File: src/hdl/text_cell_buffer_with_cursor_defines.svh
// Assertion macros shared by the RTL of the text cell buffer.
// Define ASSERT_OFF to compile every assertion away.
`ifndef TEXT_CELL_BUFFER_WITH_CURSOR_DEFINES_SVH
`define TEXT_CELL_BUFFER_WITH_CURSOR_DEFINES_SVH
`ifndef ASSERT_OFF
// The consequent must hold in the same cycle as the antecedent.
`define TCB_ASSERT_IMP(label, clk, rst, ante, cons, msg) \
   label: assert property (@(posedge clk) disable iff (rst) (ante) |-> (cons)) \
      else $error(msg);
// The consequent must hold in the cycle after the antecedent.
`define TCB_ASSERT_NEXT(label, clk, rst, ante, cons, msg) \
   label: assert property (@(posedge clk) disable iff (rst) (ante) |=> (cons)) \
      else $error(msg);
`else
`define TCB_ASSERT_IMP(label, clk, rst, ante, cons, msg)
`define TCB_ASSERT_NEXT(label, clk, rst, ante, cons, msg)
`endif
`endif

File: src/hdl/tcb_pkg.sv
`timescale 1ns / 1ps
package tcb_pkg;

   // Field widths of the request and response beats.
   localparam int BYTE_W     = 8;
   localparam int COLOR_W    = 16;
   localparam int ACTION_W   = 3;
   localparam int CUR_COL_W  = 7;
   localparam int CUR_ROW_W  = 6;
   localparam int DIVIDEND_W = BYTE_W + 1;

   // Default geometry of the character store.
   localparam int DEF_COLS = 80;
   localparam int DEF_ROWS = 40;

   // Action codes carried by a request beat.
   typedef enum logic [ACTION_W-1:0] {
      ACT_PUT_CHAR   = 3'd0,
      ACT_NEWLINE    = 3'd1,
      ACT_SET_CURSOR = 3'd2,
      ACT_READ_CELL  = 3'd3,
      ACT_CLEAR      = 3'd4,
      ACT_SCROLL     = 3'd5
   } action_type;

   // One character cell as it sits in the store.
   typedef struct packed {
      logic [COLOR_W-1:0] color;
      logic [BYTE_W-1:0]  style;
      logic [BYTE_W-1:0]  code;
   } cell_type;

   // Request to a divider by a fixed divisor.
   typedef struct packed {
      logic                  start;
      logic [DIVIDEND_W-1:0] dividend;
   } div_req_type;

   // Answer of a divider, valid while done is high.
   typedef struct packed {
      logic                  done;
      logic [DIVIDEND_W-1:0] quotient;
      logic [BYTE_W-1:0]     remainder;
   } div_rsp_type;

endpackage

File: src/hdl/tcb_divider.sv
`timescale 1ns / 1ps
module tcb_divider #(
   parameter int DIVISOR = tcb_pkg::DEF_COLS
) (
   input  logic                 clock,
   input  logic                 reset,
   input  tcb_pkg::div_req_type div_req,
   output tcb_pkg::div_rsp_type div_rsp
);
   import tcb_pkg::*;

   // Rounded-up reciprocal of the divisor; exact for every dividend of DIVIDEND_W bits.
   localparam int SHIFT   = DIVIDEND_W + $clog2(DIVISOR);
   localparam int RECIP_W = DIVIDEND_W + 2;
   localparam int PROD_W  = DIVIDEND_W + RECIP_W;
   localparam logic [RECIP_W-1:0]    RECIP   = RECIP_W'(((1 << SHIFT) + DIVISOR - 1) / DIVISOR);
   localparam logic [DIVIDEND_W-1:0] DIV_VAL = DIVIDEND_W'(DIVISOR);

   logic                  done_ff, done_in;
   logic [DIVIDEND_W-1:0] quot_ff, quot_in;
   logic [BYTE_W-1:0]     rem_ff, rem_in;
   logic [PROD_W-1:0]     product;
   logic [DIVIDEND_W-1:0] back;
   logic [DIVIDEND_W-1:0] diff;

   // Quotient by reciprocal multiplication, remainder by one subtraction.
   always_comb begin
      product = PROD_W'(div_req.dividend) * PROD_W'(RECIP);
      quot_in = DIVIDEND_W'(product >> SHIFT);
      back    = quot_in * DIV_VAL;
      diff    = div_req.dividend - back;
      rem_in  = BYTE_W'(diff);
      done_in = div_req.start;
   end

   // The answer is registered, with done raised in the cycle after the start.
   always_ff @(posedge clock) begin
      if (div_req.start) begin
         quot_ff <= quot_in;
         rem_ff  <= rem_in;
      end
      if (reset) begin
         done_ff <= 1'b0;
      end else begin
         done_ff <= done_in;
      end
   end

   assign div_rsp.done      = done_ff;
   assign div_rsp.quotient  = quot_ff;
   assign div_rsp.remainder = rem_ff;

endmodule
File: config.mk
export PLATFORM = sky130hd
export DESIGN_NAME = tcb_divider
export DESIGN_NICKNAME = d
export VERILOG_FILES = /design/src/hdl/text_cell_buffer_with_cursor_defines.svh /design/src/hdl/tcb_pkg.sv /design/src/hdl/tcb_divider.sv
export SDC_FILE = /design/constraint.sdc
export NUM_CORES = 1
export LEC_CHECK = 0
export BUFFER_PORTS_ARGS = -buffer_cell sky130_fd_sc_hd__buf_2
export CORE_MARGIN = 2
export CORE_UTILIZATION = 25
export CTS_BUF_LIST = sky130_fd_sc_hd__clkbuf_16
export DETAILED_ROUTE_END_ITERATION = 10
export SLEW_MARGIN = 30
export SYNTH_ARGS = -nofsm -noshare
export SYNTH_HDL_FRONTEND = slang
export SYNTH_SLANG_ARGS = --single-unit
File: constraint.sdc
create_clock -name clock -period 6.7 [get_ports clock]
set_input_delay 1.34 -clock clock [delete_from_list [all_inputs] [get_ports clock]]
set_output_delay 1.34 -clock clock [all_outputs]
set_load 0.01 [all_outputs]
# == Word-level counts from Yosys, hierarchy flattened ==
# Cells that the tools add are included.
# word_totals
input_bits,12
output_inout_bits,18
reg_bits,12
word_cells,6
# op_classes
mul,2
add_sub_neg,1
# ops
op,count
$mul 9x8->17 const B,1
$sub 8x8->8,1
$mul 3x3->4 const B,1

# == Depth between registers and ports, before layout ==
# depth
ltp_word,3
ltp_mapped,19
mapped_depth_nobuf,19

# == Worst setup path before layout ==
# Ideal clock, no wire load.
# synth_path
kind,input -> register
start,input div_req[1] in the netlist's numbering
end,"register rem_ff[7], data pin"
stages,19
required_time_ns,6.438
slack_ns,0.948
setup_ns,0.262
arrival_ns,5.490
n_path_buf,0
path_cell_list,ha_1 -> xor2_1 -> ha_1 -> fa_1 -> inv_1 -> fa_1 -> inv_1 -> ha_1 -> a21o_1 -> a221o_1 -> a41oi_2 -> o221ai_2 -> xnor2_1 -> ha_1 -> inv_1 -> ha_1 -> a21oi_1 -> xnor2_1 -> xnor2_1
# synth_between
elab_chain_cells,3
# synth_rtl
item,line,text
"start, declared",tcb_divider.sv:7,"input tcb_pkg::div_req_type div_req,"
$mul 9x8->17,tcb_divider.sv:28,product = PROD_W'(div_req.dividend) * PROD_W'(RECIP);
net product[18],tcb_divider.sv:22,logic [PROD_W-1:0] product;
$mul 3x3->4,tcb_divider.sv:30,back = quot_in * DIV_VAL;
$sub 8x8->8,tcb_divider.sv:31,diff = div_req.dividend - back;
net diff[7],tcb_divider.sv:24,logic [DIVIDEND_W-1:0] diff;
"end signal, assigned",tcb_divider.sv:40,rem_ff <= rem_in;
"end, declared",tcb_divider.sv:21,"logic [BYTE_W-1:0] rem_ff, rem_in;"
# The timed path passes the listed nets, and every way through them passes these cells.
# A chain may end at the register's enable or synchronous reset.

# == Final worst setup path ==
# layout_path
start,input div_req[6] in the netlist's numbering
end,"register rem_ff[7], data pin"
# The elaborated chain is that of the path after synthesis.

==> metrics.csv <==
metric,value,unit
"Avg Cell Area, Syn",10.7,µm²
full die area,0.00770,mm²
hold crit path type,input pin to flop,
overall power,0.562,mW
DR WL/cell,10.6,µm
Via density,3.96,
Synth cell types,25,
vias in the first global route,1129,
GRT Total Usage,0.0857,
Yosys reg bits,12,
I/O Buffers,23,
CTS buffer count,3,
ANT cells,0,
"Data arrival, critical path",5860,ps
max-capacitance violation count,0,
crit path max fanout,4,
layout cells sized above 1,0.159,
Max stage delay on crit path,550,ps
final wirelength,3030,µm
max-slew violations,0,
Pint,0.344,mW
hold wc startpoint,reset,
Iter 0 DRT Violations,17,
Comb pwr share,0.597,
fin util,0.299,
fmax,170,MHz
family with the most delay on the worst path,adder cells,
Crit Path Class,input pin to flop,
TritonRoute pass-1 iters,4,
Min Hold Slack,1250,ps
Final Hold Vio Count,0,
initial antenna violation count,0,
Setup-failing EPs final,0,
Area Growth Syn to Fin,16.0,%
setup TNS,0,ps
CTS sink count,12,
yosys warns,0,
Synth top area share,0.357,
Mapped Cells,164,
worst-path cell chain,buf_2 > ha_1 > fa_1 > inv_1 > fa_1 > fa_1 > inv_1 > ha_1 > and3_1 > a221o_1 > a41oi_2 > o221ai_2 > xnor2_1 > ha_1 > inv_1 > ha_1 > a21oi_1 > xnor2_1 > xnor2_1,
PwrDens,276,mW/mm²
Setup crit start kind,input pin,
DRC,0,
number of buffers and inverters on the critical path,4,
Post-Syn Area,0.00175,mm²
"antenna viol nets, final",0,
gp weighted congestion,0.774,
register area share after synthesis,0.200,
post-synthesis async set-or-reset flop share,0,
maximum VDD drop,0.0000873,V
P_sw,0.217,mW
Ports,30,
Flop pwr share,0.212,
Clock Tree Buf Depth,2,
Tmin final,5880,ps
grt ovf,0,
chip width,87.8,µm
post-cts sizing count,0,
Hold Buf Count CTS,0,
largest net degree at the start of global routing,13,
data required time of the critical path,6680,ps
run status,"finished, final reports clean",
Final period util,0.877,
Post-synth EDFFs,11,
switching share of total power,0.387,
top post-synthesis cells by area,"ha_1, edfxtp_1, fa_1",
"Primary FF master, synth",edfxtp_1,
total leakage power,1.08,nW
Die Y,87.8,µm
Core Rows,30,
H-tree depth,1,
most common cell type on the critical path,ha_1,
CTS tree,built,
first-pass GRT wire length,5160,µm
Hold Path Sink,done_ff,
Post-CTS Setup Repair Bufs,0,
RSZ-0062 raised after global routing,false,
crit path max-delay cell type,fa_1,
CP Capture Type,flop,
Clock power frac,0.190,
min setup slack post-route,824,ps
Initial Util,0.258,
Post-DP HPWL,2790,µm
via count,1130,
Placement Setup Slack,552,ps
Worst-path clk slew,40,ps
Yosys top cell by area,ha_1,
final net count,266,
floorplan core area,0.00679,mm²
hold path depth,2,
CTS root buffer,clkbuf_16,
Setup crit start,div_req[6],
## through the flow
stage | instance area [µm²] | cells
2_1_floorplan | 1770 | 169
3_3_place_gp | 1960 | 281
3_5_place_dp | 1960 | 281
4_1_cts | 2030 | 285
5_1_grt | 2030 | 285
6_report | 2030 | 285
## how the worst max path moves through the flow
stage                      to  slack (ps)  cells past startpoint
global route        rem_ff[7]         580                     19
detailed placement  rem_ff[7]         550                     19
global placement    rem_ff[7]         610                     18
CTS                 rem_ff[7]         800                     19
finish              rem_ff[7]         820                     19
floorplan           rem_ff[7]         950                     19
## final cells by class
| cell class | instances | area (µm²) |
|---|---|---|
| fill | 719 | 4760 |
| sequential | 12 | 350 |
| inverter | 41 | 154 |
| clock buffer | 3 | 75.1 |
| tap | 96 | 120 |
| clock inverter | 1 | 3.75 |
| timing repair buffer | 23 | 115 |
| multi-input combinational | 109 | 1220 |
## kinds of logic after synthesis
family / after synthesis / synth area share
DFF: 12 / 0.200
buffers and inverters: 48 / 0.118
adders and majority gates: 64 / 0.516
AOI/OAI and AO/OA: 16 / 0.0699
and+or+nand+nor: 11 / 0.0342
other: 1 / 0.00214
xor gates and xnor gates: 12 / 0.0599
## registers in the layout (all words and copies together) (netlist names)
register and count:
done_ff 1, rem_ff 8, quot_ff 3
## Yosys cell counts, drive strengths merged (4+ instances only)
cell type / n
o21ai: 4
ha: 50
nand3: 4
xnor2: 8
a21oi: 4
a21o: 4
inv: 41
edfxtp: 11
fa: 14
xor2: 4
buf: 7
## placed cells by master (no fill, tap or decap), drive strengths merged
cell	synthesis	layout
ha	50	50
inv	41	41
buf	7	23
fa	14	14
edfxtp	11	11
xnor2	8	8
conb	1	6
xor2	4	4
nand3	4	4
a21oi	4	4
a21o	4	4
o21ai	4	4
clkbuf	0	3
and3	1	1
a221o	1	1
a41oi	1	1
nor2	1	1
o211ai	1	1
nand2	1	1
or3	1	1
and2	1	1
nand4	1	1
o221ai	1	1
nor2b	1	1
clkinv	0	1
dfxtp	1	1
## power by group through the flow
stage | clock network, mW | registers [mW] | logic (mW)
6_report | 0.107 | 0.119 | 0.335
4_1_cts | 0.109 | 0.120 | 0.342
3_3_place_gp | 0 | 0.121 | 0.332
5_1_grt | 0.112 | 0.122 | 0.394
2_1_floorplan | 0 | 0.134 | 0.243
3_5_place_dp | 0 | 0.121 | 0.340
## metal layers
metal / vias up / global-route usage / wire length [µm]
li1: 575 / - / -
met2: 35 / 0.154 / 1490
met3: 2 / 0.0123 / 187
met1: 518 / 0.106 / 1340
met4: 0 / 0.0252 / 19
met5: - / 0 / 0
(Power assumes the default switching activity.)
